`src/hdl/ipk_pkg.sv`:
```
// Package for the iambic paddle keyer: phase codes, mode and register codes, shared types.
package ipk_pkg;

  // Keyer phase of the iambic machine
  typedef enum logic [2:0] {
    PH_IDLE    = 3'd0,
    PH_CHK_DIT = 3'd1,
    PH_CHK_DAH = 3'd2,
    PH_PREP    = 3'd3,
    PH_KEYED   = 3'd4,
    PH_GAP     = 3'd5
  } ph_t;

  // Key mode codes; any other code runs as iambic A
  localparam logic [1:0] MODE_A        = 2'd0;
  localparam logic [1:0] MODE_B        = 2'd1;
  localparam logic [1:0] MODE_STRAIGHT = 2'd2;

  // Register indexes (byte address / 4)
  localparam logic [2:0] REG_MODE = 3'd0;
  localparam logic [2:0] REG_DOT  = 3'd1;
  localparam logic [2:0] REG_DASH = 3'd2;
  localparam logic [2:0] REG_GAP  = 3'd3;
  localparam logic [2:0] REG_PTT  = 3'd4;

  // Width of the length registers
  localparam int LEN_BITS = 12;

  // Register reset values
  localparam logic [1:0]          MODE_RST = MODE_A;
  localparam logic [LEN_BITS-1:0] DOT_RST  = 12'd60;
  localparam logic [LEN_BITS-1:0] DASH_RST = 12'd180;
  localparam logic [LEN_BITS-1:0] GAP_RST  = 12'd54;
  localparam logic                PTT_RST  = 1'b1;

  // Configuration seen by the keyer machine
  typedef struct packed {
    logic [1:0]          key_mode_sel;
    logic [LEN_BITS-1:0] dot_ticks;
    logic [LEN_BITS-1:0] dash_ticks;
    logic [LEN_BITS-1:0] gap_ticks;
    logic                ptt_on;
  } ipk_cfg_t;

  // One result item
  typedef struct packed {
    logic key_down;
    logic ptt_active;
    logic busy_res;
  } ipk_res_t;

endpackage

```
`src/hdl/ipk_in_if.sv`:
```
// Input channel: one millisecond tick with the two paddle levels.
interface ipk_in_if;
  logic valid;
  logic ready;
  logic dit_pressed;
  logic dah_pressed;

  modport source (output valid, output dit_pressed, output dah_pressed, input ready);
  modport sink   (input valid, input dit_pressed, input dah_pressed, output ready);
endinterface

```
`src/hdl/ipk_out_if.sv`:
```
// Output channel: key line, push-to-talk line and busy flag for one tick.
interface ipk_out_if;
  logic valid;
  logic ready;
  logic key_down;
  logic ptt_active;
  logic busy_res;

  modport source (output valid, output key_down, output ptt_active, output busy_res,
                  input ready);
  modport sink   (input valid, input key_down, input ptt_active, input busy_res,
                  output ready);
endinterface

```
`src/hdl/ipk_fsm.sv`:
```
// Keyer state machine: state registers and the per-tick next-state logic.
module ipk_fsm #(
  parameter int TIME_BITS = 12
) (
  input  logic              clk,
  input  logic              rst,
  input  logic              step,
  input  logic              dit,
  input  logic              dah,
  input  ipk_pkg::ipk_cfg_t cfg,
  output ipk_pkg::ipk_res_t res
);

  localparam int WIDE = (TIME_BITS > ipk_pkg::LEN_BITS) ? TIME_BITS : ipk_pkg::LEN_BITS;
  localparam logic [WIDE-1:0] TIME_MAX = WIDE'((64'd1 << TIME_BITS) - 64'd1);

  ipk_pkg::ph_t         phase, phase_next;
  logic                 dit_latch, dit_latch_next;
  logic                 dah_latch, dah_latch_next;
  logic                 dit_in_progress, dit_in_progress_next;
  logic [TIME_BITS-1:0] countdown, countdown_next;
  logic                 key_reg, key_reg_next;
  logic                 ptt_reg, ptt_reg_next;
  logic                 busy;

  // Saturate a length to the counter width
  function automatic logic [TIME_BITS-1:0] fit_time(input logic [ipk_pkg::LEN_BITS-1:0] v);
    logic [WIDE-1:0] vw;
    vw = WIDE'(v);
    fit_time = (vw > TIME_MAX) ? TIME_BITS'(TIME_MAX) : TIME_BITS'(vw);
  endfunction

  // Next state for one tick
  always_comb begin
    phase_next           = phase;
    dit_latch_next       = dit_latch;
    dah_latch_next       = dah_latch;
    dit_in_progress_next = dit_in_progress;
    countdown_next       = countdown;
    key_reg_next         = key_reg;
    ptt_reg_next         = ptt_reg;
    busy                 = 1'b0;
    if (cfg.key_mode_sel == ipk_pkg::MODE_STRAIGHT) begin
      busy         = dit | dah;
      key_reg_next = dit | dah;
      ptt_reg_next = dit | dah;
    end else begin
      unique case (phase)
        ipk_pkg::PH_IDLE: begin
          if (dit || dah || dit_latch || dah_latch) begin
            dit_latch_next = dit_latch | dit;
            dah_latch_next = dah_latch | dah;
            phase_next     = ipk_pkg::PH_CHK_DIT;
            busy           = 1'b1;
          end
        end
        ipk_pkg::PH_CHK_DIT: begin
          if (dit_latch) begin
            dit_in_progress_next = 1'b1;
            countdown_next       = fit_time(cfg.dot_ticks);
            phase_next           = ipk_pkg::PH_PREP;
            busy                 = 1'b1;
          end else if (dah_latch) begin
            countdown_next = fit_time(cfg.dash_ticks);
            phase_next     = ipk_pkg::PH_PREP;
            busy           = 1'b1;
          end else begin
            phase_next = ipk_pkg::PH_IDLE;
          end
        end
        ipk_pkg::PH_CHK_DAH: begin
          if (dah_latch) begin
            countdown_next = fit_time(cfg.dash_ticks);
            phase_next     = ipk_pkg::PH_PREP;
            busy           = 1'b1;
          end else begin
            phase_next = ipk_pkg::PH_IDLE;
          end
        end
        ipk_pkg::PH_PREP: begin
          if (cfg.ptt_on) begin
            ptt_reg_next = 1'b1;
          end
          key_reg_next   = 1'b1;
          dit_latch_next = 1'b0;
          dah_latch_next = 1'b0;
          phase_next     = ipk_pkg::PH_KEYED;
          busy           = 1'b1;
        end
        ipk_pkg::PH_KEYED: begin
          busy = 1'b1;
          if (countdown == '0) begin
            ptt_reg_next   = 1'b0;
            key_reg_next   = 1'b0;
            countdown_next = fit_time(cfg.gap_ticks);
            phase_next     = ipk_pkg::PH_GAP;
          end else begin
            countdown_next = countdown - 1'b1;
            // iambic B latches while the key is down
            if (cfg.key_mode_sel == ipk_pkg::MODE_B) begin
              dit_latch_next = dit_latch | dit;
              dah_latch_next = dah_latch | dah;
            end
          end
        end
        ipk_pkg::PH_GAP: begin
          dit_latch_next = dit_latch | dit;
          dah_latch_next = dah_latch | dah;
          if (countdown == '0) begin
            if (dit_in_progress) begin
              dit_latch_next       = 1'b0;
              dit_in_progress_next = 1'b0;
              phase_next           = ipk_pkg::PH_CHK_DAH;
              busy                 = 1'b1;
            end else begin
              dah_latch_next = 1'b0;
              phase_next     = ipk_pkg::PH_IDLE;
            end
          end else begin
            countdown_next = countdown - 1'b1;
            busy           = 1'b1;
          end
        end
        default: begin
          phase_next = ipk_pkg::PH_IDLE;
        end
      endcase
    end
  end

  // Result of this tick
  always_comb begin
    res.key_down   = key_reg_next;
    res.ptt_active = ptt_reg_next;
    res.busy_res   = busy;
  end

  // Advance state on each accepted tick
  always_ff @(posedge clk) begin
    if (rst) begin
      phase           <= ipk_pkg::PH_IDLE;
      dit_latch       <= 1'b0;
      dah_latch       <= 1'b0;
      dit_in_progress <= 1'b0;
      countdown       <= '0;
      key_reg         <= 1'b0;
      ptt_reg         <= 1'b0;
    end else if (step) begin
      phase           <= phase_next;
      dit_latch       <= dit_latch_next;
      dah_latch       <= dah_latch_next;
      dit_in_progress <= dit_in_progress_next;
      countdown       <= countdown_next;
      key_reg         <= key_reg_next;
      ptt_reg         <= ptt_reg_next;
    end
  end

endmodule

```
`src/hdl/iambic_paddle_keyer_core.sv`:
```
// Iambic paddle keyer core: register port, keyer machine and two-entry result queue.
//
// Each input item is one millisecond tick with the dit and dah paddle levels; the block
// returns one result per tick (key line, push-to-talk line, busy flag). A tick is worked
// out combinationally by the keyer next-state logic and its result is registered into a
// two-entry result queue as the tick is taken, so one item is taken every clock; the input
// side stalls only when both queue entries wait on the output. Modes: iambic A, iambic B
// (paddles also latched during key-down) and straight key. A length L is counted down over
// L+1 ticks. Registers sit at byte addresses 0, 4, 8, 12 and 16 (mode, dit, dah, gap, ptt
// enable); the user is to write them only while the block idles, which it does not enforce.
module iambic_paddle_keyer_core #(
  parameter int TIME_BITS = 12
) (
  input  logic        clk,
  input  logic        rst,
  ipk_in_if.sink      in_ch,
  ipk_out_if.source   out_ch,
  input  logic        psel,
  input  logic        penable,
  input  logic        pwrite,
  input  logic [4:0]  paddr,
  input  logic [31:0] pwdata,
  output logic [31:0] prdata,
  output logic        pready
);

  ipk_pkg::ipk_cfg_t cfg;
  ipk_pkg::ipk_res_t res;
  ipk_pkg::ipk_res_t slot0, slot1;
  logic [1:0]        cnt;
  logic              push, pop, cfg_wr;
  logic [2:0]        reg_idx;

  assign pready  = 1'b1;
  assign reg_idx = paddr[4:2];
  assign cfg_wr  = psel & penable & pwrite;

  // Register writes
  always_ff @(posedge clk) begin
    if (rst) begin
      cfg.key_mode_sel <= ipk_pkg::MODE_RST;
      cfg.dot_ticks    <= ipk_pkg::DOT_RST;
      cfg.dash_ticks   <= ipk_pkg::DASH_RST;
      cfg.gap_ticks    <= ipk_pkg::GAP_RST;
      cfg.ptt_on       <= ipk_pkg::PTT_RST;
    end else if (cfg_wr) begin
      case (reg_idx)
        ipk_pkg::REG_MODE: cfg.key_mode_sel <= pwdata[1:0];
        ipk_pkg::REG_DOT:  cfg.dot_ticks    <= pwdata[ipk_pkg::LEN_BITS-1:0];
        ipk_pkg::REG_DASH: cfg.dash_ticks   <= pwdata[ipk_pkg::LEN_BITS-1:0];
        ipk_pkg::REG_GAP:  cfg.gap_ticks    <= pwdata[ipk_pkg::LEN_BITS-1:0];
        ipk_pkg::REG_PTT:  cfg.ptt_on       <= pwdata[0];
        default: ;
      endcase
    end
  end

  // Register reads
  always_comb begin
    unique case (reg_idx)
      ipk_pkg::REG_MODE: prdata = {30'd0, cfg.key_mode_sel};
      ipk_pkg::REG_DOT:  prdata = {20'd0, cfg.dot_ticks};
      ipk_pkg::REG_DASH: prdata = {20'd0, cfg.dash_ticks};
      ipk_pkg::REG_GAP:  prdata = {20'd0, cfg.gap_ticks};
      ipk_pkg::REG_PTT:  prdata = {31'd0, cfg.ptt_on};
      default:           prdata = 32'd0;
    endcase
  end

  // Keyer machine, stepped once per accepted tick
  ipk_fsm #(.TIME_BITS(TIME_BITS)) u_fsm (
    .clk  (clk),
    .rst  (rst),
    .step (push),
    .dit  (in_ch.dit_pressed),
    .dah  (in_ch.dah_pressed),
    .cfg  (cfg),
    .res  (res)
  );

  // Handshakes
  assign in_ch.ready = (cnt != 2'd2);
  assign push        = in_ch.valid & in_ch.ready;
  assign pop         = out_ch.valid & out_ch.ready;

  // Two-entry result queue, head in slot0
  always_ff @(posedge clk) begin
    if (rst) begin
      cnt <= 2'd0;
    end else begin
      if (push && !pop) begin
        cnt <= cnt + 2'd1;
      end else if (pop && !push) begin
        cnt <= cnt - 2'd1;
      end
    end
  end

  always_ff @(posedge clk) begin
    if (push && !pop) begin
      if (cnt == 2'd0) begin
        slot0 <= res;
      end else begin
        slot1 <= res;
      end
    end else if (pop && !push) begin
      slot0 <= slot1;
    end else if (push && pop) begin
      if (cnt == 2'd1) begin
        slot0 <= res;
      end else begin
        slot0 <= slot1;
        slot1 <= res;
      end
    end
  end

  assign out_ch.valid      = (cnt != 2'd0);
  assign out_ch.key_down   = slot0.key_down;
  assign out_ch.ptt_active = slot0.ptt_active;
  assign out_ch.busy_res   = slot0.busy_res;

  // Queue never overfills
  a_cnt_range: assert property (@(posedge clk) disable iff (rst) cnt != 2'd3)
    else $error("result queue count out of range");

  // A full queue that drains without a new tick drops to one entry
  a_drain: assert property (@(posedge clk) disable iff (rst)
    (cnt == 2'd2 && pop && !push) |=> (cnt == 2'd1))
    else $error("result queue drain miscounted");

  // Straight mode keys from the paddles of the same tick
  a_straight: assert property (@(posedge clk) disable iff (rst)
    (push && cfg.key_mode_sel == ipk_pkg::MODE_STRAIGHT) |->
      (res.key_down == (in_ch.dit_pressed | in_ch.dah_pressed) &&
       res.busy_res == res.key_down))
    else $error("straight mode key line mismatch");

endmodule

```
`src/flat_wrapper.sv`:
```
// flat-port wrapper written by rule: the top's interface ports become plain ports
module iambic_paddle_keyer_core_flat 
#(
  parameter int TIME_BITS = 12
)
  (clk, rst, psel, penable, pwrite, paddr, pwdata, prdata, pready, in_ch_valid, in_ch_dit_pressed, in_ch_dah_pressed, in_ch_ready, out_ch_valid, out_ch_key_down, out_ch_ptt_active, out_ch_busy_res, out_ch_ready);
  ipk_in_if in_ch_i ();
  ipk_out_if out_ch_i ();
  input  logic clk;
  input  logic rst;
  input  logic psel;
  input  logic penable;
  input  logic pwrite;
  input  logic [4:0] paddr;
  input  logic [31:0] pwdata;
  output logic [31:0] prdata;
  output logic pready;
  input wire logic [$bits(in_ch_i.valid)-1:0] in_ch_valid;
  input wire logic [$bits(in_ch_i.dit_pressed)-1:0] in_ch_dit_pressed;
  input wire logic [$bits(in_ch_i.dah_pressed)-1:0] in_ch_dah_pressed;
  output wire logic [$bits(in_ch_i.ready)-1:0] in_ch_ready;
  output wire logic [$bits(out_ch_i.valid)-1:0] out_ch_valid;
  output wire logic [$bits(out_ch_i.key_down)-1:0] out_ch_key_down;
  output wire logic [$bits(out_ch_i.ptt_active)-1:0] out_ch_ptt_active;
  output wire logic [$bits(out_ch_i.busy_res)-1:0] out_ch_busy_res;
  input wire logic [$bits(out_ch_i.ready)-1:0] out_ch_ready;
  assign in_ch_i.valid = in_ch_valid;
  assign in_ch_i.dit_pressed = in_ch_dit_pressed;
  assign in_ch_i.dah_pressed = in_ch_dah_pressed;
  assign in_ch_ready = in_ch_i.ready;
  assign out_ch_valid = out_ch_i.valid;
  assign out_ch_key_down = out_ch_i.key_down;
  assign out_ch_ptt_active = out_ch_i.ptt_active;
  assign out_ch_busy_res = out_ch_i.busy_res;
  assign out_ch_i.ready = out_ch_ready;
  iambic_paddle_keyer_core #(.TIME_BITS(TIME_BITS)) u_core (.clk(clk), .rst(rst), .in_ch(in_ch_i), .out_ch(out_ch_i), .psel(psel), .penable(penable), .pwrite(pwrite), .paddr(paddr), .pwdata(pwdata), .prdata(prdata), .pready(pready));
endmodule
```
`config.mk`:
```
export PLATFORM = sky130hd
export DESIGN_NAME = iambic_paddle_keyer_core_flat
export DESIGN_NICKNAME = d
export VERILOG_FILES = /design/src/hdl/ipk_pkg.sv /design/src/hdl/ipk_in_if.sv /design/src/hdl/ipk_out_if.sv /design/src/hdl/ipk_fsm.sv /design/src/hdl/iambic_paddle_keyer_core.sv /design/src/flat_wrapper.sv
export SDC_FILE = /design/constraint.sdc
export NUM_CORES = 1
export LEC_CHECK = 0
export BUFFER_PORTS_ARGS = -buffer_cell sky130_fd_sc_hd__buf_4
export CAP_MARGIN = 15
export CORE_AREA = 2 2 126 128
export CTS_BUF_LIST = sky130_fd_sc_hd__clkbuf_16
export CTS_CLUSTER_DIAMETER = 50
export DETAILED_ROUTE_END_ITERATION = 8
export DIE_AREA = 0 0 128 130
export GPL_ROUTABILITY_DRIVEN = 0
export RECOVER_POWER = 50
export SLEW_MARGIN = 20
export SYNTH_ARGS = -nofsm -noshare
export SYNTH_HDL_FRONTEND = slang
export SYNTH_HIERARCHICAL = 1
export SYNTH_SLANG_ARGS = --single-unit
```
`constraint.sdc`:
```
create_clock -name clk -period 3.3 [get_ports clk]
set_clock_uncertainty 0.1 [all_clocks]
set_input_delay 0.165 -clock clk [delete_from_list [all_inputs] [get_ports clk]]
set_output_delay 0.165 -clock clk [all_outputs]
set_load 0.02 [all_outputs]
```
-- Word-level counts from Yosys, hierarchy flattened
Cells that the tools add are included.
- reduce and logical (&&, ||, !) cells: 31
- equal/unequal tests: 24
- add/subtract/negate cells: 3
- $lt $le $gt $ge: 3
- muxes and demuxes: 57
- bitwise operators: 8
- operators by type and width (kind ; count):
    $mux W12 ; 7
    $pmux W12 S5 ; 1
    $pmux W12 S4 ; 1
    $mux W3 ; 13
    $gt A12 B12 Y1 const B ; 3
    $mux W1 ; 23
    $ne A2 B2 Y1 const B ; 10
    $pmux W3 S6 ; 1
    $eq A3 B2 Y1 const B ; 4
    $logic_not A12 Y1 ; 1
    $reduce_and A2 Y1 ; 6
    $sub A12 B1 Y12 const B ; 1
    $mux W2 ; 5
    $reduce_and A5 Y1 ; 2
    $eq A3 B3 Y1 const B ; 3
    $pmux W1 S4 ; 2
    $reduce_and A4 Y1 ; 2
    $reduce_bool A2 Y1 ; 4
    $reduce_bool A4 Y1 ; 2
    $eq A3 B1 Y1 const B ; 2
    $logic_not A3 Y1 ; 2
    $pmux W1 S2 ; 3
    $reduce_and A6 Y1 ; 1
    $pmux W1 S5 ; 1
    14 further kinds ; 26
- input port bits: 46
- flip-flop bits (word level): 67
- output and inout bits: 38
- logic and storage cells: 145

-- Depth between registers and ports, before layout
Gate-level depths: netlist (run 1).
- depth in word-level cells: 10
- mapped depth: 11
- mapped depth without buffers: 9

-- Cells and area by module
The synthesis (run 1) kept the hierarchy.
- by module, submodules not included (module ; instances ; cells each ; area an instance (µm²)):
    iambic_paddle_keyer_core ; 1 ; 263 ; 2526.2
    ipk_fsm ; 1 ; 254 ; 1968.1

-- Least setup slack after synthesis (run 1)
No wires, ideal clock.
- path kind: register to register
- start: register u_core.u_fsm.countdown[0]
- end: register u_core.slot0 (netlist bit u_core/out_ch.key_down) (data pin)
- required time: 2940 ps
- arrival time: 2026 ps
- stages on the path, launching flop included: 9
- path buffers: 2
- slack: 914 ps
- path through: dfxtp_1 inv_1 ha_1 or4b_1 nor4_4 buf_6 o31ai_1 buf_4 mux2_2
- word-level cells in the longest chain between the ends: 8
- ends and longest elaborated chain (what ; RTL line ; RTL):
    start: declaration ; ipk_fsm.sv:21 ; logic [TIME_BITS-1:0] countdown, countdown_next;
    start signal: assignment ; ipk_fsm.sv:153 ; countdown <= countdown_next;
    $logic_not A12 Y1 * ; ipk_fsm.sv:92 ; if (countdown == '0) begin
    $mux W1 * ; ipk_fsm.sv:92 ;
    $pmux W1 S2 * ; ipk_fsm.sv:48 ; unique case (phase)
    $mux W1 * ; ipk_fsm.sv:43 ; if (cfg.key_mode_sel == ipk_pkg::MODE_STRAIGHT) begin
    via u_core.u_fsm.key_reg_next ; ipk_fsm.sv:22 ; logic key_reg, key_reg_next;
    $mux W3 ; iambic_paddle_keyer_core.sv:109 ; if (cnt == 2'd1) begin
    $mux W3 ; iambic_paddle_keyer_core.sv:108 ; end else if (push && pop) begin
    $mux W3 ; iambic_paddle_keyer_core.sv:106 ; end else if (pop && !push) begin
    $mux W3 * ; iambic_paddle_keyer_core.sv:100 ; if (push && !pop) begin
    end signal: assignment ; iambic_paddle_keyer_core.sv:102 ; slot0 <= res;
    end signal: assignment ; iambic_paddle_keyer_core.sv:107 ; slot0 <= slot1;
    end signal: assignment ; iambic_paddle_keyer_core.sv:110 ; slot0 <= res;
    end: declaration ; iambic_paddle_keyer_core.sv:29 ; ipk_pkg::ipk_res_t slot0, slot1;
Mark *: on every way through the listed nets, which the timed path passes. The rest lies on a longest branch. The select of a mux whose other input is x is not followed.
A chain may end at the register's enable or synchronous reset.

-- Worst setup path in the final report (run 1)
- start: register u_core.u_fsm.countdown[0]
- end: register u_core.u_fsm.countdown[10]
- word-level cells in the longest chain between the ends: 3
- ends and longest elaborated chain (what ; RTL line ; RTL):
    $sub A12 B1 Y12 / $logic_not A12 Y1 (equally long branches) ; -- ;
    $mux W12 (tied with other cells) ; ipk_fsm.sv:109 ; if (countdown == '0) begin
    $pmux W12 S4 / $reduce_and A4 Y1 (equally long branches) ; -- ;
Several ways; a longest one is shown, not always the timed one. The select of a mux whose other input is x is not followed.

==> flow_metrics.tcl, run 1 <==
set metrics [dict create \
    rows 46 \
    synth_warnings 6 \
    avgSynthCellArea_um2 8.69 \
    r2r-start "u_core/u_fsm/countdown[0]$_SDFFE_PP0P_" \
    worst_slew_pin_slew_ps 971 \
    worst_r2r_path_depth 7 \
    min_path_type "in -> reg" \
    crit_family "simple AND/OR/NAND/NOR gates" \
    htree_levels 3 \
    slew_viol_final 0 \
    placed_cell_area_mm2 0.00481 \
    fin_hold_ws_ps 7.67 \
    async_flop_share 0 \
    period_share 0.796 \
    rsz0062_at_grt "no" \
    syn_area_mm2 0.00449 \
    antenna_found_initial 0 \
    ios 84 \
    detail-route-antenna-nets 0 \
    postSynthCellCount 517 \
    multi_input_area_mm2 0.00273 \
    cts.clk_slew.worst_paths_ps 50 \
    setup_viol 0 \
    worstHoldPathCells 3 \
    ys_seq_elements 67 \
    drt-total-wl_um 11900 \
    ys_seq_area_frac 0.312 \
    power_uw 2720 \
    largest-register "u_core/cfg" \
    ys.flop_type "dfxtp_1" \
    path_cells "inv_1, ha_1, or4b_1, nor4_4, buf_4, a221oi_1, o41ai_1" \
    layout-drive-gt1-share 0.172 \
    grt_pass1_vias 3722 \
    slew_headroom 0.353 \
    viasPerCell 5.25 \
    grtUsageTotal 0.142 \
    arrival_ps 2760 \
    cts_tree "yes" \
    grt_pass1_wl_um 18800 \
    synth_cell_types 74 \
    largest_reg_flops 39 \
    syn_to_final_growth_pct 11.9 \
    criticalPathCategory "reg -> reg" \
    core_mm2 0.0154 \
    final_core_util 0.326 \
    crit_buf_inv 2 \
    p_leak_uw 0.00203 \
    die_y_um 130 \
    p_per_area_mw_per_mm2 541 \
    holdPathEnd "u_core/cfg[20]$_SDFFE_PP1P_" \
    grt_overflow 0 \
    nFillCells 1591 \
    maxCapViolCount 0 \
    die_x_um 128 \
    grt_max_degree 81 \
    cts_buffers 9 \
    drc 0 \
    fmaxAchievable_mhz 381 \
    tns_ps 0 \
    cp_max_fo 8 \
    diodes 0 \
    finalHoldViolations 0 \
    drtIter0Drc 267 \
    ir_drop_mv 0.277 \
    r2r_end "u_core/u_fsm/countdown[10]$_SDFFE_PP0P_" \
    final_cell_area_mm2 0.00503 \
    clockBufferDepth 2 \
    endpoint_kind "register" \
    cts_hold_buf 1 \
    post_cts_buffers 0 \
    crit_slowest_cell "or4b_1" \
    nets 590 \
    cp_slowest_stage_delay_ps 540 \
    final_cell_mix "dfxtp_1, nor2_1, mux2i_1" \
    critPathLaunchType "register" \
    dp_hpwl_um 8190 \
    via_count 3853 \
    layout_commonest_cell "dfxtp_1" \
    io_buffer_count 40 \
    status "finished clean" \
    root_buffer "clkbuf_16" \
    r2r_setup_slack_ps 670 \
    min_from "pwdata[7]" \
    clock_latency_ps 340 \
    seq_area_mm2 0.00140 \
    die_area_mm2 0.0166 \
    start_util 0.291 \
    synth_edf_count 6 \
    top_regs "u_core/cfg x39, u_core/u_fsm/countdown x12" \
    dr.pass1.iters 5 \
    cts_resized 0 \
    worstPathRequired_ps 3430 \
    detail_route.wl_per_cell_um 16.2 \
    post-route-min-period_ps 2630 \
    cts_sinks 67 \
]
-- worst register-to-register path, cell delays in order, from the launching register on --
cell and delay (ps):
dfxtp_1 350, inv_1 100, ha_1 160, or4b_1 540, nor4_4 530, buf_4 300, a221oi_1 120, o41ai_1 330
-- power by group --
| group | total (uW) | internal, uW | switching [uW] |
|---|---|---|---|
| Sequential | 990 | 909 | 81.0 |
| Combinational | 877 | 346 | 531 |
| Clock | 855 | 497 | 358 |
| Total | 2720 | 1750 | 970 |
-- area by class of cell --
type,count,share of cell area
inverter,15,0.0112
timing repair buffer,49,0.0684
sequential,67,0.279
multi-input combinational,395,0.542
clock buffer,9,0.0448
tap,192,0.0478
clock inverter,7,0.00697
-- worst max-delay path by stage --
stage / startpoint / to / slack (ps) / depth (start not counted)
global placement: u_core/u_fsm/countdown[0]$_SDFFE_PP0P_ / u_core/u_fsm/countdown[7]$_SDFFE_PP0P_ / 780 / 7
detailed placement: u_core/u_fsm/countdown[0]$_SDFFE_PP0P_ / u_core/u_fsm/countdown[7]$_SDFFE_PP0P_ / 720 / 7
global route: u_core/u_fsm/countdown[0]$_SDFFE_PP0P_ / u_core/u_fsm/countdown[10]$_SDFFE_PP0P_ / 480 / 7
finish: u_core/u_fsm/countdown[0]$_SDFFE_PP0P_ / u_core/u_fsm/countdown[10]$_SDFFE_PP0P_ / 670 / 7
floorplan: u_core/u_fsm/countdown[0]$_SDFFE_PP0P_ / u_core/out_ch.key_down$_DFFE_PP_ / 910 / 8
CTS: u_core/u_fsm/countdown[0]$_SDFFE_PP0P_ / u_core/u_fsm/countdown[10]$_SDFFE_PP0P_ / 700 / 7
-- per-layer routing --
layer	wire [um]	global-route usage	vias to the layer above
met1	5240	0.175	1854
met2	5900	0.244	120
li1	-	-	1857
met5	0	0	-
met3	518	0.0258	22
met4	219	0.0614	0
-- cells by family after synthesis --
family          synth area share
compound gates             0.188
xor+xnor                  0.0212
fa+ha+maj                 0.0195
buf+inv                   0.0927
flops                      0.312
mux                        0.149
other cells              0.00167
simple gates               0.216
-- metrics by stage --
step / worst slack (ps) / std cells
6_report: 672 / 734
4_1_cts: 702 / 734
5_1_grt: 484 / 734
2_1_floorplan: 914 / 536
3_3_place_gp: 780 / 717
3_5_place_dp: 724 / 717
-- cells in the mapped netlist, drive strengths merged (12+ instances only) --
library cell,number,area [um2]
a21oi,26,130
a22oi,12,90.1
buf,42,297
clkbuf,17,63.8
dfxtp,61,1220
inv,15,56.3
mux2,20,225
mux2i,42,420
nand2,26,100
nand2b,33,206
nor2,57,216
nor2b,15,93.8
o21ai,27,135
No activity file was read; power rests on OpenSTA's default activity.
==> run 2: changes to the inputs <==
==> constraint.sdc (replaced) <==
create_clock -name clk -period 2.3 [get_ports clk]
set_clock_uncertainty 0.1 [all_clocks]
set_input_delay 0.115 -clock clk [delete_from_list [all_inputs] [get_ports clk]]
set_output_delay 0.115 -clock clk [all_outputs]
set_load 0.02 [all_outputs]
==> run 2 against run 1 <==
Critical path depth stayed put; cell count grew 4.0%; critical endpoint is now u_core/out_ch.key_down$_DFFE_PP_; worst hold slack lost 6.6 ps.
==> flow_metrics.tcl, run 2 (synthesis results as in run 1) <==
set metrics [dict create \
    power_frac_seq 0.341 \
    detail_route.wl_per_cell_um 15.4 \
    via_count 3847 \
    diodes 0 \
    setup_viol 0 \
    cp_max_fo 7 \
    clockBufferDepth 2 \
    ir_drop_mv 0.375 \
    grt_overflow 0 \
    drt-total-wl_um 11800 \
    die_x_um 128 \
    finalHoldViolations 0 \
    grt_pass1_wl_um 19200 \
    detail-route-antenna-nets 0 \
    drc 0 \
    critPathLaunchType "register" \
    clockPowerShare 0.297 \
    cts_buffers 9 \
    rows 46 \
    start_util 0.291 \
    r2r_end "u_core/out_ch.key_down$_DFFE_PP_" \
    r2r-start "u_core/u_fsm/countdown[1]$_SDFFE_PP0P_" \
    grt_pass1_vias 3776 \
    clock_latency_ps 330 \
    cp_slowest_stage_delay_ps 510 \
    nets 619 \
    min_path_type "in -> reg" \
    period_share 0.967 \
    die_area_mm2 0.0166 \
    arrival_ps 2210 \
    layout-drive-gt1-share 0.208 \
    grt_max_degree 81 \
    r2r_setup_slack_ps 80 \
    core_mm2 0.0154 \
    top_regs "u_core/cfg x39, u_core/u_fsm/countdown x12" \
    cts.clk_slew.worst_paths_ps 60 \
    p_int_uw 2620 \
    crit_slowest_cell "or4b_4" \
    antenna_found_initial 0 \
    cts_tree "yes" \
    worst_r2r_path_depth 7 \
    power_uw 4020 \
    slew_viol_final 0 \
    startpoint "u_core/u_fsm/countdown[1]$_SDFFE_PP0P_" \
    combinationalPowerShare 0.362 \
    min_from "pwdata[8]" \
    endpoint_kind "register" \
    switching_power_uw 1400 \
    p_per_area_mw_per_mm2 756 \
    root_buffer "clkbuf_16" \
    status "finished clean" \
    largest-register "u_core/cfg" \
    htree_levels 3 \
    final_cell_mix "buf_4, dfxtp_1, nor2_1" \
    grtUsageTotal 0.144 \
    maxCapViolCount 0 \
    die_y_um 130 \
    worstHoldPathCells 3 \
    post_cts_buffers 0 \
    p_leak_uw 0.00220 \
    setup_ws_ps 75.7 \
    placed_cell_area_mm2 0.00494 \
    sw_frac_of_total 0.347 \
    final_cell_area_mm2 0.00532 \
    post-route-min-period_ps 2220 \
    io_buffer_count 40 \
    drtIter0Drc 246 \
    nFillCells 1573 \
    fmaxAchievable_mhz 450 \
    path_cells "inv_1, ha_1, or4b_4, nor4_4, buf_4, o31ai_1, mux2_2" \
    syn_to_final_growth_pct 18.3 \
    slew_headroom 0.425 \
    layout_commonest_cell "buf_4" \
    criticalPathCategory "reg -> reg" \
    worstPathRequired_ps 2280 \
    holdPathEnd "u_core/cfg[9]$_SDFFE_PP0P_" \
    worst_slew_pin_slew_ps 863 \
    rsz0062_at_grt "yes" \
    dr.pass1.iters 5 \
    ios 84 \
    dp_hpwl_um 8310 \
    viasPerCell 5.04 \
    largest_reg_flops 39 \
    dp_slack_ps 29.4 \
    cts_sinks 67 \
]
-- run 2: worst max-delay path by stage --
stage | endpoint | slack (ps) | cells past startpoint
6_report | u_core/out_ch.key_down$_DFFE_PP_ | 80 | 7
5_1_grt | u_core/u_fsm/dit_latch$_SDFFE_PP0P_ | -50 | 9
4_1_cts | u_core/u_fsm/dah_latch$_SDFFE_PP0P_ | 2 | 9
3_5_place_dp | u_core/u_fsm/dah_latch$_SDFFE_PP0P_ | 30 | 9
3_3_place_gp | u_core/out_ch.key_down$_DFFE_PP_ | 90 | 7
2_1_floorplan | u_core/out_ch.key_down$_DFFE_PP_ | 10 | 6
-- run 2: area by class of cell --
| class | count | area [um2] | share of cell area |
|---|---|---|---|
| clock buffer | 9 | 225 | 0.0424 |
| clock inverter | 7 | 28.8 | 0.00541 |
| tap | 192 | 240 | 0.0452 |
| timing repair buffer | 78 | 601 | 0.113 |
| multi-input combinational | 395 | 2760 | 0.519 |
| sequential | 67 | 1400 | 0.264 |
| inverter | 15 | 56.3 | 0.0106 |
-- run 2: through the flow --
step | hold WS (ps) | setup TNS [ps] | utilization | cells
3_5_place_dp | 269 | 0 | 0.321 | 735
6_report | 1.11 | 0 | 0.345 | 763
4_1_cts | 3.00 | 0 | 0.345 | 763
3_3_place_gp | 265 | 0 | 0.321 | 735
5_1_grt | 19.9 | -89.5 | 0.345 | 763
2_1_floorplan | 116 | 0 | - | 536
-- run 2: critical path: cells and delay by family, from the launching register on --
kind	cells	cell delay (ps)
mux	1	290
flops	1	340
simple gates	2	700
buf+inv	2	290
compound gates	1	100
fa+ha+maj	1	160
-- run 2: routing by layer --
layer  share of wire  wire, um  up-vias  GRT usage
met5               0         0        -          0
met4           0.016       190        0     0.0504
met3           0.039       454       12     0.0242
met2            0.49      5770       76      0.252
met1            0.45      5350     1847      0.179
li1                -         -     1912          -
-- run 2: power by group through the flow --
stage / Sequential, uW / Clock [uW] / Combinational (uW)
after floorplan: 1420 / 0 / 1020
after global placement: 1390 / 0 / 1400
after detailed placement: 1400 / 0 / 1430
after CTS: 1370 / 1230 / 1460
after global routing: 1380 / 1280 / 1590
final: 1370 / 1190 / 1450
-- run 2: repair_timing --
| item | CTS | global route |
|---|---|---|
| gates resized for setup | 0 | 10 |
| hold buffers | 12 | 0 |
| setup endpoints to repair | 0 | 17 |
| hold endpoints to repair | 19 | 0 |
==> run 3: changes to the inputs <==
--- a/config.mk
+++ b/config.mk
@@ -13,8 +13,9 @@
 export DETAILED_ROUTE_END_ITERATION = 8
 export DIE_AREA = 0 0 128 130
 export GPL_ROUTABILITY_DRIVEN = 0
+export MAX_ROUTING_LAYER = met4
 export RECOVER_POWER = 50
-export SLEW_MARGIN = 20
+export SLEW_MARGIN = 10
 export SYNTH_ARGS = -nofsm -noshare
 export SYNTH_HDL_FRONTEND = slang
 export SYNTH_HIERARCHICAL = 1
==> run 3 against run 2 <==
Combinational power about the same; routed wire length increased by 0.15%; power about the same; die area unchanged; cell count unchanged; final area unchanged; critical endpoint is now u_core/out_ch.ptt_active$_DFFE_PP_; largest cell class unchanged; largest power group unchanged.
==> flow_metrics.tcl, run 3 (synthesis results as in run 1) <==
set metrics [dict create \
    dr.pass1.iters 5 \
    clock_latency_ps 330 \
    die_y_um 130 \
    syn_to_final_growth_pct 18.3 \
    nets 619 \
    top_regs "u_core/cfg x39, u_core/u_fsm/countdown x12" \
    rsz0062_at_grt "yes" \
    crit_slowest_cell "or4b_4" \
    grt_pass1_vias 3772 \
    min_from "pwdata[8]" \
    clockBufferDepth 2 \
    core_mm2 0.0154 \
    via_count 3922 \
    worst_r2r_path_depth 7 \
    cts_tree "yes" \
    post-route-min-period_ps 2230 \
    worstHoldPathCells 3 \
    worst_slew_pin_slew_ps 846 \
    cts_sinks 67 \
    critPathLaunchType "register" \
    seq_area_mm2 0.00140 \
    layout.cells.non_filler 763 \
    r2r_end "u_core/out_ch.ptt_active$_DFFE_PP_" \
    slew_viol_final 0 \
    r2r-start "u_core/u_fsm/countdown[1]$_SDFFE_PP0P_" \
    start_util 0.291 \
    r2r_setup_slack_ps 70 \
    place_inst 735 \
    endpoint_kind "register" \
    p_leak_uw 0.00220 \
    nFillCells 1573 \
    viasPerCell 5.14 \
    cts_buffers 9 \
    criticalPathCategory "reg -> reg" \
    arrival_ps 2210 \
    placed_cell_area_mm2 0.00494 \
    diodes 0 \
    min_path_type "in -> reg" \
    rows 46 \
    final_core_util 0.345 \
    largest-register "u_core/cfg" \
    setup_viol 0 \
    status "finished clean" \
    htree_levels 3 \
    grtUsageTotal 0.148 \
    antenna_found_initial 0 \
    dp_hpwl_um 8310 \
    cp_max_fo 7 \
    largest_reg_flops 39 \
    drc 0 \
    cp_slowest_stage_delay_ps 510 \
    cts.clk_slew.worst_paths_ps 60 \
    p_per_area_mw_per_mm2 756 \
    power_uw 4020 \
    worstPathRequired_ps 2280 \
    grt_max_degree 81 \
    grt_pass1_wl_um 19200 \
    final_cell_area_mm2 0.00532 \
    layout-drive-gt1-share 0.208 \
    fmaxAchievable_mhz 448 \
    tns_ps 0 \
    detail-route-antenna-nets 0 \
    holdPathEnd "u_core/cfg[9]$_SDFFE_PP0P_" \
    final_cell_mix "buf_4, dfxtp_1, nor2_1" \
    die_area_mm2 0.0166 \
    detail_route.wl_per_cell_um 15.5 \
    multi_input_area_mm2 0.00276 \
    root_buffer "clkbuf_16" \
    path_cells "inv_1, ha_1, or4b_4, nor4_4, buf_4, o31ai_1, mux2_2" \
    drt-total-wl_um 11800 \
    period_share 0.970 \
    grt_overflow 0 \
    layout_commonest_cell "buf_4" \
    finalHoldViolations 0 \
    io_buffer_count 40 \
    die_x_um 128 \
    slew_headroom 0.436 \
    ios 84 \
    maxCapViolCount 0 \
    ir_drop_mv 0.376 \
    drtIter0Drc 233 \
]
[run 3: cell counts in the layout (fill, tap and decap cells not counted)]
No cell type changed its count.
[run 3: worst max path at each step]
| stage | startpoint | end | slack, ps |
|---|---|---|---|
| after floorplan | u_core/u_fsm/countdown[5]$_SDFFE_PP0P_ | u_core/out_ch.key_down$_DFFE_PP_ | 10 |
| after global placement | u_core/u_fsm/countdown[0]$_SDFFE_PP0P_ | u_core/out_ch.key_down$_DFFE_PP_ | 90 |
| after detailed placement | u_core/cnt[0]$_SDFFE_PP0P_ | u_core/u_fsm/dah_latch$_SDFFE_PP0P_ | 30 |
| after CTS | u_core/cnt[0]$_SDFFE_PP0P_ | u_core/u_fsm/dah_latch$_SDFFE_PP0P_ | 2 |
| after global routing | u_core/cnt[0]$_SDFFE_PP0P_ | u_core/u_fsm/dit_latch$_SDFFE_PP0P_ | -50 |
| final | u_core/u_fsm/countdown[1]$_SDFFE_PP0P_ | u_core/out_ch.ptt_active$_DFFE_PP_ | 70 |
[run 3: cell type report]
class                           instances  area share
Tap cell                              192      0.0452
Timing Repair Buffer                   78       0.113
Multi-Input combinational cell        395       0.519
Clock buffer                            9      0.0424
Clock inverter                          7     0.00541
Sequential cell                        67       0.264
Inverter                               15      0.0106
[run 3: critical path, delay by kind of cell, from the launching register on]
family,cells,cell delay [ps]
adder cells (fa/ha/maj),1,160
multiplexers,1,290
flip-flops,1,340
buffers and inverters,2,290
AND/OR/NAND/NOR,2,700
AO/OA/AOI/OAI,1,100
[run 3: repair_timing]
action,4_1_cts,5_1_grt
endpoints found under the hold margin,19,0
setup endpoints to repair,0,17
setup buffers,0,0
resized for setup,0,10
hold buffers,12,0
[run 3: metal layers]
metal  share of wire  wire [um]  track usage
met5               0          0            -
met4           0.016        193       0.0504
met3           0.041        482       0.0242
met2            0.49       5800        0.251
met1            0.45       5320        0.180
[run 3: power breakdown]
part           internal (uW)  leakage [uW]  total (uW)  switching [uW]
clock network            705      0.000138        1190             484
logic                    614       0.00151        1460             842
registers               1310      0.000553        1370            67.3
total                   2620       0.00220        4020            1390
[run 3: metrics by stage]
stage | setup slack (ps) | hold WS (ps)
3_5_place_dp | 29.4 | 269
5_1_grt | -50.3 | 19.9
6_report | 69.0 | 3.03
3_3_place_gp | 85.4 | 265
2_1_floorplan | 12.3 | 116
4_1_cts | 2.07 | 3.00
